===== config.mk =====
export PLATFORM = sky130hd
export DESIGN_NAME = pwm_channel_binding_table_unit
export DESIGN_NICKNAME = d
export VERILOG_FILES = /design/src/rtl/core/pcbt_pkg.sv /design/src/rtl/core/pcbt_table.sv /design/src/rtl/core/pcbt_exec.sv /design/src/rtl/core/pwm_channel_binding_table_unit.sv
export SDC_FILE = /design/constraint.sdc
export NUM_CORES = 1
export LEC_CHECK = 0
export CAP_MARGIN = 40
export CORE_UTILIZATION = 25
export DETAILED_ROUTE_END_ITERATION = 7
export DONT_BUFFER_PORTS = 1
export PLACE_DENSITY = 0.47
export SYNTH_ARGS = -nofsm -noshare
export SYNTH_HDL_FRONTEND = slang
export SYNTH_SLANG_ARGS = --single-unit

===== constraint.sdc =====
create_clock -name clk -period 3.3 [get_ports clk]
set_clock_uncertainty 0.15 [all_clocks]
set_input_delay 0.165 -clock clk [delete_from_list [all_inputs] [get_ports clk]]
set_output_delay 0.165 -clock clk [all_outputs]
set_load 0.005 [all_outputs]

===== src/rtl/core/pcbt_pkg.sv =====
package pcbt_pkg;

    // Table geometry.
    localparam int CHANNELS  = 4;
    localparam int DUTY_BITS = 13;
    localparam int PIN_BITS  = 6;
    localparam int CH_BITS   = (CHANNELS > 1) ? $clog2(CHANNELS) : 1;

    // Duty scaling.
    localparam int PERCENT_FULL = 100;
    localparam int PCT_BITS     = 7;
    localparam int DUTY_MAX     = (1 << DUTY_BITS) - 1;

    // Field widths of the items.
    localparam int CMD_W   = 2;
    localparam int PIN_W   = 6;
    localparam int PCTIN_W = 8;
    localparam int FREQ_W  = 20;
    localparam int CHAN_W  = 2;
    localparam int OP_W    = 2;
    localparam int RAW_W   = 13;
    localparam int RDPCT_W = 7;

    // Command codes.
    localparam logic [CMD_W-1:0] CMD_BIND = 2'd0;
    localparam logic [CMD_W-1:0] CMD_SET  = 2'd1;
    localparam logic [CMD_W-1:0] CMD_READ = 2'd2;

    // Hardware write codes.
    localparam logic [OP_W-1:0] OP_NONE   = 2'd0;
    localparam logic [OP_W-1:0] OP_ATTACH = 2'd1;
    localparam logic [OP_W-1:0] OP_DUTY   = 2'd2;

    typedef struct packed {
        logic [CMD_W-1:0]   command;
        logic [PIN_W-1:0]   pin;
        logic [PCTIN_W-1:0] duty_pct;
        logic [FREQ_W-1:0]  frequency_hz;
    } pcbt_req_t;

    typedef struct packed {
        logic               ok;
        logic [CHAN_W-1:0]  channel;
        logic [OP_W-1:0]    drive_op;
        logic [PIN_W-1:0]   bound_pin;
        logic [RAW_W-1:0]   raw_duty;
        logic [RDPCT_W-1:0] read_percent;
        logic               timer_start;
        logic [FREQ_W-1:0]  timer_frequency_hz;
    } pcbt_rsp_t;

    // Current contents of the binding table.
    typedef struct packed {
        logic [CHANNELS-1:0]                used;
        logic [CHANNELS-1:0][PIN_BITS-1:0]  pins;
        logic [CHANNELS-1:0][PCT_BITS-1:0]  percents;
        logic                               timer_ready;
    } pcbt_view_t;

    // One write into the binding table.
    typedef struct packed {
        logic                wr_en;
        logic [CH_BITS-1:0]  wr_slot;
        logic [PIN_BITS-1:0] wr_pin;
        logic [PCT_BITS-1:0] wr_percent;
        logic                timer_set;
    } pcbt_upd_t;

    // Raw duty for every clamped percent, built at elaboration.
    typedef logic [DUTY_BITS-1:0] duty_lut_t [PERCENT_FULL+1];

    function automatic duty_lut_t build_duty_lut();
        duty_lut_t lut;
        for (int i = 0; i <= PERCENT_FULL; i++)
        begin
            lut[i] = DUTY_BITS'((i * DUTY_MAX) / PERCENT_FULL);
        end
        return lut;
    endfunction

    localparam duty_lut_t DUTY_LUT = build_duty_lut();

endpackage


===== src/rtl/core/pcbt_table.sv =====
module pcbt_table
    import pcbt_pkg::*;
(
    input  logic       clk,
    input  logic       rst_n,
    input  pcbt_upd_t  upd,
    output pcbt_view_t view
);

    logic [CHANNELS-1:0]               used_reg;
    logic [CHANNELS-1:0][PIN_BITS-1:0] pin_reg;
    logic [CHANNELS-1:0][PCT_BITS-1:0] pct_reg;
    logic                              timer_ready_reg;

    // Entry storage; one entry is written per item at most.
    always_ff @(posedge clk or negedge rst_n)
    begin
        if (!rst_n)
        begin
            used_reg        <= '0;
            pin_reg         <= '0;
            pct_reg         <= '0;
            timer_ready_reg <= 1'b0;
        end
        else
        begin
            if (upd.wr_en)
            begin
                used_reg[upd.wr_slot] <= 1'b1;
                pin_reg[upd.wr_slot]  <= upd.wr_pin;
                pct_reg[upd.wr_slot]  <= upd.wr_percent;
            end
            if (upd.timer_set)
            begin
                timer_ready_reg <= 1'b1;
            end
        end
    end

    assign view.used        = used_reg;
    assign view.pins        = pin_reg;
    assign view.percents    = pct_reg;
    assign view.timer_ready = timer_ready_reg;

    // Once the timer runs it stays running until reset.
    a_timer_sticky: assert property (@(posedge clk) disable iff (!rst_n)
        timer_ready_reg |=> timer_ready_reg)
        else $error("timer ready flag dropped");

    // A written entry is marked used in the next cycle.
    a_write_marks_used: assert property (@(posedge clk) disable iff (!rst_n)
        upd.wr_en |=> used_reg[$past(upd.wr_slot)])
        else $error("written entry not marked used");

endmodule


===== src/rtl/core/pcbt_exec.sv =====
module pcbt_exec
    import pcbt_pkg::*;
(
    input  pcbt_req_t  req,
    input  logic       req_valid,
    input  pcbt_view_t view,
    output pcbt_upd_t  upd,
    output pcbt_rsp_t  rsp
);

    logic [PIN_BITS-1:0] pin_sel;
    logic                hit;
    logic [CH_BITS-1:0]  hit_slot;
    logic                free_any;
    logic [CH_BITS-1:0]  free_slot;
    logic [PCT_BITS-1:0] pct_clamped;

    assign pin_sel = req.pin[PIN_BITS-1:0];

    // Parallel match and free search; the lowest index wins.
    always_comb
    begin
        hit       = 1'b0;
        hit_slot  = '0;
        free_any  = 1'b0;
        free_slot = '0;
        for (int i = CHANNELS - 1; i >= 0; i--)
        begin
            if (view.used[i] && (view.pins[i] == pin_sel))
            begin
                hit      = 1'b1;
                hit_slot = CH_BITS'(i);
            end
            if (!view.used[i])
            begin
                free_any  = 1'b1;
                free_slot = CH_BITS'(i);
            end
        end
    end

    // Percent clamp for the set command.
    always_comb
    begin
        if (req.duty_pct > PCTIN_W'(PERCENT_FULL))
        begin
            pct_clamped = PCT_BITS'(PERCENT_FULL);
        end
        else
        begin
            pct_clamped = req.duty_pct[PCT_BITS-1:0];
        end
    end

    // Command decode: result fields and the table write.
    always_comb
    begin
        rsp = '0;
        upd = '0;
        if (req_valid)
        begin
            unique case (req.command)
                CMD_BIND:
                begin
                    if (!view.timer_ready)
                    begin
                        upd.timer_set          = 1'b1;
                        rsp.timer_start        = 1'b1;
                        rsp.timer_frequency_hz = req.frequency_hz;
                    end
                    if (hit || free_any)
                    begin
                        upd.wr_en      = 1'b1;
                        upd.wr_slot    = hit ? hit_slot : free_slot;
                        upd.wr_pin     = pin_sel;
                        upd.wr_percent = '0;
                        rsp.ok         = 1'b1;
                        rsp.channel    = CHAN_W'(hit ? hit_slot : free_slot);
                        rsp.drive_op   = OP_ATTACH;
                        rsp.bound_pin  = PIN_W'(pin_sel);
                    end
                end
                CMD_SET:
                begin
                    if (hit)
                    begin
                        upd.wr_en      = 1'b1;
                        upd.wr_slot    = hit_slot;
                        upd.wr_pin     = pin_sel;
                        upd.wr_percent = pct_clamped;
                        rsp.ok         = 1'b1;
                        rsp.channel    = CHAN_W'(hit_slot);
                        rsp.drive_op   = OP_DUTY;
                        rsp.raw_duty   = RAW_W'(DUTY_LUT[pct_clamped]);
                    end
                end
                CMD_READ:
                begin
                    if (hit)
                    begin
                        rsp.ok           = 1'b1;
                        rsp.channel      = CHAN_W'(hit_slot);
                        rsp.read_percent = RDPCT_W'(view.percents[hit_slot]);
                    end
                end
                default:
                begin
                    rsp = '0;
                end
            endcase
        end
    end

endmodule


===== src/rtl/core/pwm_channel_binding_table_unit.sv =====
// Channel   Handshake             Payload
// request   start high, busy low  pcbt_req_t: command, pin, duty_pct, frequency_hz
// result    done strobe, 1 cycle  pcbt_rsp_t: ok, channel, drive_op, bound_pin, raw_duty,
//                                 read_percent, timer_start, timer_frequency_hz
//
// An item is taken every cycle; busy is always low.
// Each item is captured in the input register; then the table lookup and duty scaling
// feed the result register.
// The table is updated in the same edge that captures the result, so the next item
// always sees the effect of the previous one.
// Reset clears the table, the timer flag and both valid flags at once.
// The receiver cannot stall; each result is shown for exactly one cycle.
module pwm_channel_binding_table_unit
    import pcbt_pkg::*;
(
    input  logic      clk,
    input  logic      rst_n,
    input  logic      start,
    output logic      busy,
    input  pcbt_req_t request,
    output logic      done,
    output pcbt_rsp_t result
);

    logic       valid_reg;
    pcbt_req_t  req_reg;
    logic       done_reg;
    pcbt_rsp_t  rsp_reg;
    pcbt_rsp_t  rsp_next;
    pcbt_upd_t  upd;
    pcbt_view_t view;

    assign busy = 1'b0;

    // Input register.
    always_ff @(posedge clk or negedge rst_n)
    begin
        if (!rst_n)
        begin
            valid_reg <= 1'b0;
        end
        else
        begin
            valid_reg <= start;
        end
    end

    always_ff @(posedge clk)
    begin
        if (start)
        begin
            req_reg <= request;
        end
    end

    pcbt_exec u_exec
    (
        .req       (req_reg),
        .req_valid (valid_reg),
        .view      (view),
        .upd       (upd),
        .rsp       (rsp_next)
    );

    pcbt_table u_table
    (
        .clk   (clk),
        .rst_n (rst_n),
        .upd   (upd),
        .view  (view)
    );

    // Result register.
    always_ff @(posedge clk or negedge rst_n)
    begin
        if (!rst_n)
        begin
            done_reg <= 1'b0;
        end
        else
        begin
            done_reg <= valid_reg;
        end
    end

    always_ff @(posedge clk)
    begin
        rsp_reg <= rsp_next;
    end

    assign done   = done_reg;
    assign result = rsp_reg;

    // Every accepted item yields a result through the input and result registers.
    a_result_follows: assert property (@(posedge clk) disable iff (!rst_n)
        start |=> ##1 done)
        else $error("result missing for accepted item");

    // A failed command carries no channel and no hardware write.
    a_fail_clean: assert property (@(posedge clk) disable iff (!rst_n)
        (done && !result.ok) |-> (result.channel == '0 && result.drive_op == OP_NONE))
        else $error("failed command drives hardware");

    // The timer start is reported only while the timer is not yet running.
    a_timer_once: assert property (@(posedge clk) disable iff (!rst_n)
        (valid_reg && view.timer_ready) |=> !result.timer_start)
        else $error("timer started twice");

endmodule

# ---- Word-level counts from Yosys, hierarchy flattened
# Memories as Yosys holds them, arrays and structs flattened. A register that Yosys moved wholly into a read port is not among the register bits.
# Index checks and enable logic that the tools add are counted.
dict set report classes {
  n_addsub 0
  multipliers 0
  div_mod_pow 0
  order_cmp 4
  eq_ne 6
  shifts 0
  n_mux 40
  bitwise 4
  n_reduce_logical 13
}
# op count
set op_table {}
lappend op_table {{$mux W16} 2}
lappend op_table {{$pmux W16 S2} 1}
lappend op_table {{$bwmux W28} 1}
lappend op_table {{$bwmux W24} 1}
lappend op_table {{$eq A6 B6 Y1} 4}
lappend op_table {{$mux W21} 1}
lappend op_table {{$mux W7} 3}
lappend op_table {{$mux W2} 9}
lappend op_table {{$mux W17} 1}
lappend op_table {{$bmux W7 S2} 1}
lappend op_table {{$demux W7 S2} 1}
lappend op_table {{$demux W6 S2} 1}
lappend op_table {{$mux W1} 11}
lappend op_table {{$mux W11} 1}
lappend op_table {{$pmux W3 S3} 1}
lappend op_table {{$reduce_and A3 Y1} 3}
lappend op_table {{$gt A8 B7 Y1 const B} 1}
lappend op_table {{$not A7 Y8} 1}
lappend op_table {{$lt A2 B3 Y1 const B} 2}
lappend op_table {{$mux W6} 1}
lappend op_table {{$logic_and A1 B1 Y1} 5}
lappend op_table {{$mux W5} 1}
lappend op_table {{$or A4 B4 Y4} 1}
lappend op_table {{$pmux W2 S2} 1}
lappend op_table {{other kinds (11)} 12}
dict set report totals {
  regBits 134
  latchBits 0
  mem_bits_rw 0
  rom_bits 1664
  in_bits 39
  out_inout_bits 54
  memories 1
}
# name words word_bits read_ports rd_ports_with_merged_regs write_ports line
set mem_list {}
lappend mem_list {{(name not given)} 128 13 1 1 0 pcbt_exec.sv:94} ;# rsp.raw_duty = RAW_W'(DUTY_LUT[pct_clamped]);

# ---- Logic depth before layout (Yosys ltp)
# Gate-level depths: netlist of the first run.
dict set report depth {
  word_depth 15
  depth_mapped 14
  ltp_nobuf 13
}

# ---- Cells and area by module
# A second synthesis of the first run with hierarchy kept.
dict set report hier_totals {
  cells_unflattened 682
  hier_area_um2 7240.7
}
# module n_inst cells_per_inst area_each_um2 seq_area_each_um2
set by_module_without_submodules {}
lappend by_module_without_submodules {pcbt_exec 1 467 2937.8 0.0}
lappend by_module_without_submodules {pwm_channel_binding_table_unit 1 92 2183.3 2172.1}
lappend by_module_without_submodules {pcbt_table 1 123 2119.5 1426.4}

# ---- Worst setup path after synthesis of the first run
# OpenSTA, ideal clock, no wires.
dict set report synth_timing {
  path_type {register to register}
  startpoint {register req_reg[23] in the netlist's numbering}
  endpoint {register rsp_reg, in the netlist result[35]}
  arrival_ns 3.042
  path_slack_ns -0.020
  path_stages_with_launch 14
  path_buffers 4
  period_less_slack_ns 3.320
  cell_sequence {edfxtp_1 > buf_2 > clkbuf_1 > nor3_1 > o21ai_1 > inv_1 > ha_1 > clkbuf_1 > clkbuf_1 > o22ai_1 > a221oi_1 > o21ai_0 > a221oi_1 > a211oi_1}
}
dict set report synth_via {
  elab_chain_len 3
}
# item line
set synth_lines {}
lappend synth_lines {{start, declared} pwm_channel_binding_table_unit.sv:26} ;# pcbt_req_t req_reg;
lappend synth_lines {{start signal, assigned} pwm_channel_binding_table_unit.sv:52} ;# req_reg <= request;
lappend synth_lines {{$gt A8 B7 Y1} pcbt_exec.sv:45} ;# if (req.duty_pct > PCTIN_W'(PERCENT_FULL))
lappend synth_lines {{$mux W7 (*)} pcbt_exec.sv:45}
lappend synth_lines {{$not A7 Y8 (not written as such) (*)} pcbt_exec.sv:94}
lappend synth_lines {{end signal, assigned} pwm_channel_binding_table_unit.sv:88} ;# rsp_reg <= rsp_next;
lappend synth_lines {{end, declared} pwm_channel_binding_table_unit.sv:28} ;# pcbt_rsp_t rsp_reg;
# Mark *: on every way between the ends. The rest lies on a longest branch, timed or not.
# A chain may end at the register's enable or synchronous reset.

# ---- Worst setup path in the final report of the first run
dict set report layout_timing {
  startpoint {register req_reg[29] in the netlist's numbering}
  endpoint {register u_table.pin_reg, in the netlist u_table.view[48]}
}
dict set report layout_via {
  elab_chain_len 15
}
# item line
set layout_lines {}
lappend layout_lines {{$eq A6 B6 Y1} pcbt_exec.sv:29} ;# if (view.used[i] && (view.pins[i] == pin_sel))
lappend layout_lines {{$logic_and A1 B1 Y1} pcbt_exec.sv:29}
lappend layout_lines {{$mux W2 or $mux W1 (tied branches) (4 in series)} pcbt_exec.sv:29}
lappend layout_lines {{$mux W2 or $logic_or A1 B1 Y1 (tied branches)} {pcbt_exec.sv:74, pcbt_exec.sv:71}}
lappend layout_lines {{$mux W16} pcbt_exec.sv:71} ;# if (hit || free_any)
lappend layout_lines {{$pmux W16 S2 (*)} pcbt_exec.sv:62} ;# unique case (req.command)
lappend layout_lines {{$mux W17 (*)} pcbt_exec.sv:60} ;# if (req_valid)
lappend layout_lines {{$lt A2 B3 Y1 (not written as such) or $ge A2 B1 Y1 (tied branches)} pcbt_table.sv:30} ;# pin_reg[upd.wr_slot] <= upd.wr_pin;
lappend layout_lines {{$logic_and A1 B1 Y1 (not written as such)} pcbt_table.sv:30}
lappend layout_lines {{$mux W6 (not written as such)} pcbt_table.sv:30}
lappend layout_lines {{$demux W6 S2} n/a}
lappend layout_lines {{$bwmux W24} pcbt_table.sv:30}
lappend layout_lines {{end signal, assigned by index} pcbt_table.sv:30}
lappend layout_lines {{end, declared} pcbt_table.sv:11} ;# logic [CHANNELS-1:0][PIN_BITS-1:0] pin_reg;
# Marked as above.

==> results of run 1 <==
==> kinds of logic after synthesis <==
family	Yosys count
AO/OA/AOI/OAI	166
adder cells (fa/ha/maj)	12
other	1
XOR/XNOR	26
AND/OR/NAND/NOR	209
flip-flops	147
multiplexers	65
buffers and inverters	69
==> per-layer routing <==
metal  global-route usage [%]  vias to the layer above  part of all wire, %
li1                         -                     2583                    -
met1                     19.4                     2680                   46
met2                     20.7                      244                   45
met3                     4.14                       28                  7.4
met4                     4.64                        0                  1.8
met5                        0                        -                    0
==> final cells by class <==
cell class | count | area [um2] | area share, %
sequential | 147 | 3600 | 40.6
multi-input combinational | 479 | 3430 | 38.6
timing repair buffer | 79 | 721 | 8.12
tap | 384 | 480 | 5.41
clock buffer | 17 | 425 | 4.79
clock inverter | 15 | 169 | 1.90
inverter | 13 | 48.8 | 0.550
antenna | 2 | 5.00 | 0.0564
==> final timing paths <==
kind / to / slack, ns / cells after the start
setup / recovery: u_table.view[48]$_DFFE_PN0P_ / 0.25 / 8
hold / removal: u_table.view[17]$_DFFE_PN0P_ / 0.13 / 2
setup reg to reg: u_table.view[48]$_DFFE_PN0P_ / 0.25 / 8
hold reg to reg: result[14]$_SDFF_PP0_ / 0.29 / 1
max in group asynchronous: u_table.view[3]$_DFFE_PN0P_ / 2.62 / 2
min in group clk: req_reg[30]$_DFFE_PP_ / 0.22 / 1
==> power groups by stage <==
| stage | logic [mW] | clock network (mW) | registers, mW |
|---|---|---|---|
| after floorplan | 0.552 | 0 | 2.03 |
| after global placement | 0.731 | 0 | 2.08 |
| after detailed placement | 0.719 | 0 | 2.08 |
| after CTS | 0.789 | 2.03 | 2.04 |
| after global routing | 0.874 | 2.10 | 2.05 |
| final | 0.802 | 1.96 | 2.04 |
==> repair_timing <==
action / 4_1_cts / 5_1_grt
resized for setup: 0 / 2
hold endpoints to repair: 132 / 0
endpoints found under the setup margin: 0 / 1
hold buffers: 40 / 0
==> placed cells by master, fill, tap and decap left out, types with 10 or more instances in the layout <==
cell | netlist | final
dfxtp_1 | 52 | 52
mux2i_1 | 10 | 10
xnor2_1 | 16 | 16
clkbuf_16 | 0 | 17
edfxtp_1 | 36 | 36
nor2_1 | 51 | 51
mux2_2 | 33 | 33
nor3_1 | 16 | 14
a21oi_1 | 32 | 32
nand2_1 | 50 | 50
and2_1 | 34 | 34
a211oi_1 | 17 | 17
dlygate4sd3_1 | 0 | 38
o21ai_0 | 49 | 49
buf_4 | 1 | 39
dfrtp_1 | 59 | 59
ha_1 | 12 | 12
==> worst reg2reg max path, delay by kind of cell (launching register included) <==
family | cells | cell delay (ns)
buf+inv | 1 | 0.29
mux | 1 | 0.37
flops | 1 | 0.55
xor+xnor | 1 | 0.22
simple gates | 4 | 0.98
compound gates | 1 | 0.38
==> results.sh, run 1 <==
export IMPL_drc=0
export IMPL_slew_viol_final=0
export IMPL_path_cells="xnor2_1 > nand4_1 > nor4_4 > nor4_4 > a2111oi_2 > and2_1 > buf_4 > mux2_2"
export IMPL_synth_mux_area_share_pct=11.4
export IMPL_drt_initial_drc_count=436
export IMPL_instances_no_fill=1136
export IMPL_cts_htree_levels=4
export IMPL_synth_avg_cell_area_um2=10.6
export IMPL_synthesis_area_mm2=0.00737
export IMPL_pwr_share_seq_pct=42.5
export IMPL_yosysSeqAreaShare_pct=48.8
export IMPL_worstSetupPathType="reg -> reg"
export IMPL_place_hpwl_um=14000
export IMPL_setup_ws_ns=0.246
export IMPL_cts_tree="yes"
export IMPL_synth_nets=746
export IMPL_end_kind="flop"
export IMPL_num_rows=62
export IMPL_fill_cells=2963
export IMPL_synthAdderAreaFrac_pct=2.04
export IMPL_ys_flop_type="dfrtp_1"
export IMPL_startpoint_type="flop"
export IMPL_synth_top_family_by_area="compound AO/OA/AOI/OAI gates"
export IMPL_ys_top_cells_by_area="dfrtp_1, edfxtp_1, dfxtp_1, mux2_2, o21ai_0"
export IMPL_num_nets_final=788
export IMPL_tightestPinTransition_ns=0.728
export IMPL_vias=5535
export IMPL_async_flop_share_pct=40.1
export IMPL_routedWlPerCell_um=18.1
export IMPL_path_buf_inv=1
export IMPL_cts_max_path_buffers=2
export IMPL_die_h_um=174
export IMPL_grt_pass1_vias=5583
export IMPL_synth_most_common_cell="dfrtp_1"
export IMPL_finalSetupTns_ns=0
export IMPL_grt_start_max_net_pins=60
export IMPL_switching_share_pct=30.3
export IMPL_p_comb_share_pct=16.7
export IMPL_crit_slowest_cell="edfxtp_1"
export IMPL_detailedPlace_worstSlack_ns=0.234
export IMPL_clock_root_buffer="clkbuf_16"
export IMPL_via_per_inst=4.87
export IMPL_netlist_top_cells_count="dfrtp_1, dfxtp_1, nor2_1"
export IMPL_clock_latency_ns=0.42
export IMPL_synthSimpleGateAreaFrac_pct=14.7
export IMPL_status="finished, final reports clean"
export IMPL_drv_cap=0
export IMPL_core_area_mm2=0.0289
export IMPL_timing_final_crit_share_pct=92.5
export IMPL_p_switching_mw=1.45
export IMPL_drive_above_1_share_pct=20.3
export IMPL_crit_arrival_ns=3.20
export IMPL_synth_largest_area_cell="dfrtp_1"
export IMPL_num_io_pins=93
export IMPL_post_route_cell_area_mm2=0.00887
export IMPL_grt_usage_pct=14.0
export IMPL_antenna_left=0
export IMPL_max_slew_margin_pct=51.3
export IMPL_cts_sinks=147
export IMPL_synth_compound_area_share_pct=14.8
export IMPL_rsz0062_at_grt="no"
export IMPL_grt_pass1_wl_um=32700
export IMPL_ys_types=75
export IMPL_holdWs_ns=0.130
export IMPL_yosysTopAreaCellShare_pct=20.0
export IMPL_grt_remaining_overflow=0
export IMPL_antenna_found_initial=2
export IMPL_synthToLayoutAreaGrowth_pct=20.3
export IMPL_synth_xor_area_share_pct=3.19
export IMPL_hold_path_class="in -> async"
export IMPL_drt_pre_antenna_iters=7
export IMPL_start_util_pct=25.6
export IMPL_cts_inserted_buffers=17
export IMPL_ys_ff_latch=147
export IMPL_cpMostUsedCell="nor4_4"
export IMPL_p_leak_nw=3.55
export IMPL_r2r_start="req_reg[29]$_DFFE_PP_"
export IMPL_power_frac_clock_pct=40.8
export IMPL_cp_max_fo=11
export IMPL_hold_viol=0
export IMPL_placed_cells=1062
export IMPL_power_density_mw_per_mm2=541
export IMPL_synthCells=695
export IMPL_die_x_um=174
export IMPL_critPathLaunch="req_reg[29]$_DFFE_PP_"
export IMPL_dieArea_mm2=0.0302
export IMPL_gp_congestion=0.889
export IMPL_cpPeakStageDelay_ns=0.55
export IMPL_p_int_mw=3.34
export IMPL_postPlaceCellArea_mm2=0.00784
export IMPL_clkTransAtPathRegs_ns=0.07
export IMPL_io_buffers=0
export IMPL_max_clock_freq_ghz=0.327
export IMPL_ir_worst_vdd_v=0.000405
export IMPL_post_route_min_period_ns=3.05
export IMPL_synth_edf_count=36
export IMPL_yosys_warnings=0
export IMPL_cp_required_ns=3.45
export IMPL_crit_family="simple AND/OR/NAND/NOR gates"
export IMPL_drt_total_wl_um=20500
export IMPL_post_cts_buffers=0
export IMPL_utilization_pct=30.7
export IMPL_finalSetupViolCount=0
export IMPL_p_total_mw=4.80
Note: power is estimated with default switching activity, not from simulation.
==> run 2: changes to the inputs <==
PLACE_DENSITY = 0.51   (was 0.47)
==> run 2 against run 1 <==
  * Fmax shrank 2.9%
  * Sequential share of layout area about the same
  * Register-to-register slack worse by 0.09 ns
  * Sequential power barely moved
  * Utilization about the same
  * Setup slack worse by 0.093 ns
  * Critical path type unchanged
  * Critical endpoint is now u_table.view[23]$_DFFE_PN0P_
  * Largest cell class unchanged
  * Highest routed layer unchanged
==> results.sh, run 2 (synthesis results as in run 1) <==
export IMPL_status="finished, final reports clean"
export IMPL_clock_latency_ns=0.42
export IMPL_drc=0
export IMPL_r2r_start="req_reg[29]$_DFFE_PP_"
export IMPL_slew_viol_final=0
export IMPL_final_common_cell="dfrtp_1"
export IMPL_clock_root_buffer="clkbuf_16"
export IMPL_reg2reg_slack_ns=0.15
export IMPL_timing_final_crit_share_pct=95.4
export IMPL_worstSetupPathType="reg -> reg"
export IMPL_cpMostUsedCell="nor4_4"
export IMPL_finalSetupViolCount=0
export IMPL_num_io_pins=93
export IMPL_cts_sinks=147
export IMPL_cts_tree="yes"
export IMPL_drv_cap=0
export IMPL_start_util_pct=25.6
export IMPL_tightestPinTransition_ns=0.836
export IMPL_clkTransAtPathRegs_ns=0.07
export IMPL_grt_usage_pct=14.2
export IMPL_rsz0062_at_grt="no"
export IMPL_routedWlPerCell_um=18.1
export IMPL_end_kind="flop"
export IMPL_grt_start_max_net_pins=60
export IMPL_drt_total_wl_um=20500
export IMPL_worstReg2RegEnd="u_table.view[23]$_DFFE_PN0P_"
export IMPL_power_density_mw_per_mm2=547
export IMPL_path_cells="xnor2_1 > nand4_1 > nor4_4 > nor4_4 > a2111oi_2 > and2_1 > buf_4 > mux2_4"
export IMPL_startpoint_type="flop"
export IMPL_cts_inserted_buffers=17
export IMPL_num_rows=62
export IMPL_holdWs_ns=0.127
export IMPL_drt_initial_drc_count=447
export IMPL_cts_max_path_buffers=2
export IMPL_grt_pass1_vias=5680
export IMPL_post_cts_resized=0
export IMPL_vias=5530
export IMPL_ir_worst_vdd_v=0.000305
export IMPL_cpPeakStageDelay_ns=0.57
export IMPL_die_x_um=174
export IMPL_gp_congestion=0.922
export IMPL_grt_pass1_wl_um=33200
export IMPL_grt_remaining_overflow=0
export IMPL_critPathLaunch="req_reg[29]$_DFFE_PP_"
export IMPL_hold_viol=0
export IMPL_cp_required_ns=3.45
export IMPL_post_cts_buffers=0
export IMPL_io_buffers=0
export IMPL_antenna_found_initial=1
export IMPL_worst_r2r_cell_count=8
export IMPL_core_area_mm2=0.0289
export IMPL_ctsHoldBuffers=40
export IMPL_hold_path_class="in -> async"
export IMPL_antenna_left=0
export IMPL_p_leak_nw=3.55
export IMPL_drt_pre_antenna_iters=5
export IMPL_crit_arrival_ns=3.30
export IMPL_max_slew_margin_pct=44.2
export IMPL_via_per_inst=4.88
export IMPL_detailedPlace_worstSlack_ns=0.165
export IMPL_num_nets_final=787
export IMPL_drive_above_1_share_pct=20.0
export IMPL_place_hpwl_um=13900
export IMPL_finalSetupTns_ns=0
export IMPL_post_route_min_period_ns=3.15
export IMPL_dieArea_mm2=0.0302
export IMPL_die_h_um=174
export IMPL_synthToLayoutAreaGrowth_pct=20.3
export IMPL_crit_slowest_cell="edfxtp_1"
export IMPL_layout_common_cells="dfrtp_1, dfxtp_1, nor2_1"
export IMPL_cp_max_fo=8
export IMPL_setup_ws_ns=0.153
export IMPL_max_clock_freq_ghz=0.318
export IMPL_cts_htree_levels=4
[run 2: changes by cell type in the layout (fill, tap and decap cells not counted), sizes merged]
| cell | change |
|---|---|
| bufinv | +1 |
| inv | +3 |
| diode | -1 |
| clkinv | -4 |
| buf | -1 |
[run 2: routing by layer]
layer / GRT usage [%] / share of wire (%)
met1: 19.6 / 46
met3: 3.68 / 7.7
met2: 21.4 / 45
met4: 4.50 / 1.3
met5: 0 / 0
[run 2: how the worst max path moves through the flow]
stage,endpoint,cells past startpoint
finish,u_table.view[23]$_DFFE_PN0P_,8
CTS,u_table.view[23]$_DFFE_PN0P_,8
global route,u_table.view[22]$_DFFE_PN0P_,8
global placement,u_table.view[26]$_DFFE_PN0P_,8
detailed placement,u_table.view[24]$_DFFE_PN0P_,8
floorplan,result[35]$_SDFF_PN0_,13
[run 2: final cells by class]
cell class              count  area [um2]
diodes                      1        2.50
clock buffers              17         425
multi-input cells         479        3420
flip-flops and latches    147        3600
repair buffers             78         713
fillers                  2991       20000
clock inverters            15         184
inverters                  13        48.8
well taps                 384         480
[run 2: critical path, delay by kind of cell, from the launching register on]
| kind | cells | cell delay (ns) |
|---|---|---|
| simple gates | 4 | 1.08 |
| flops | 1 | 0.57 |
| compound gates | 1 | 0.39 |
| mux | 1 | 0.32 |
| buf+inv | 1 | 0.29 |
| xor+xnor | 1 | 0.23 |
[run 2: where the power goes]
group / switching [mW] / internal [mW]
Combinational: 0.485 / 0.307
Sequential: 0.0856 / 1.95
Clock: 0.865 / 1.15
Total: 1.44 / 3.41
[run 2: metrics by stage]
stage / total power, mW / area, um2 / instances / utilization (%)
6_report: 4.85 / 8870 / 1134 / 30.7
4_1_cts: 4.91 / 8870 / 1133 / 30.7
3_3_place_gp: 2.79 / 7830 / 1061 / 27.1
5_1_grt: 5.08 / 8870 / 1134 / 30.7
3_5_place_dp: 2.79 / 7830 / 1061 / 27.1
2_1_floorplan: 2.58 / 7380 / 695 / -
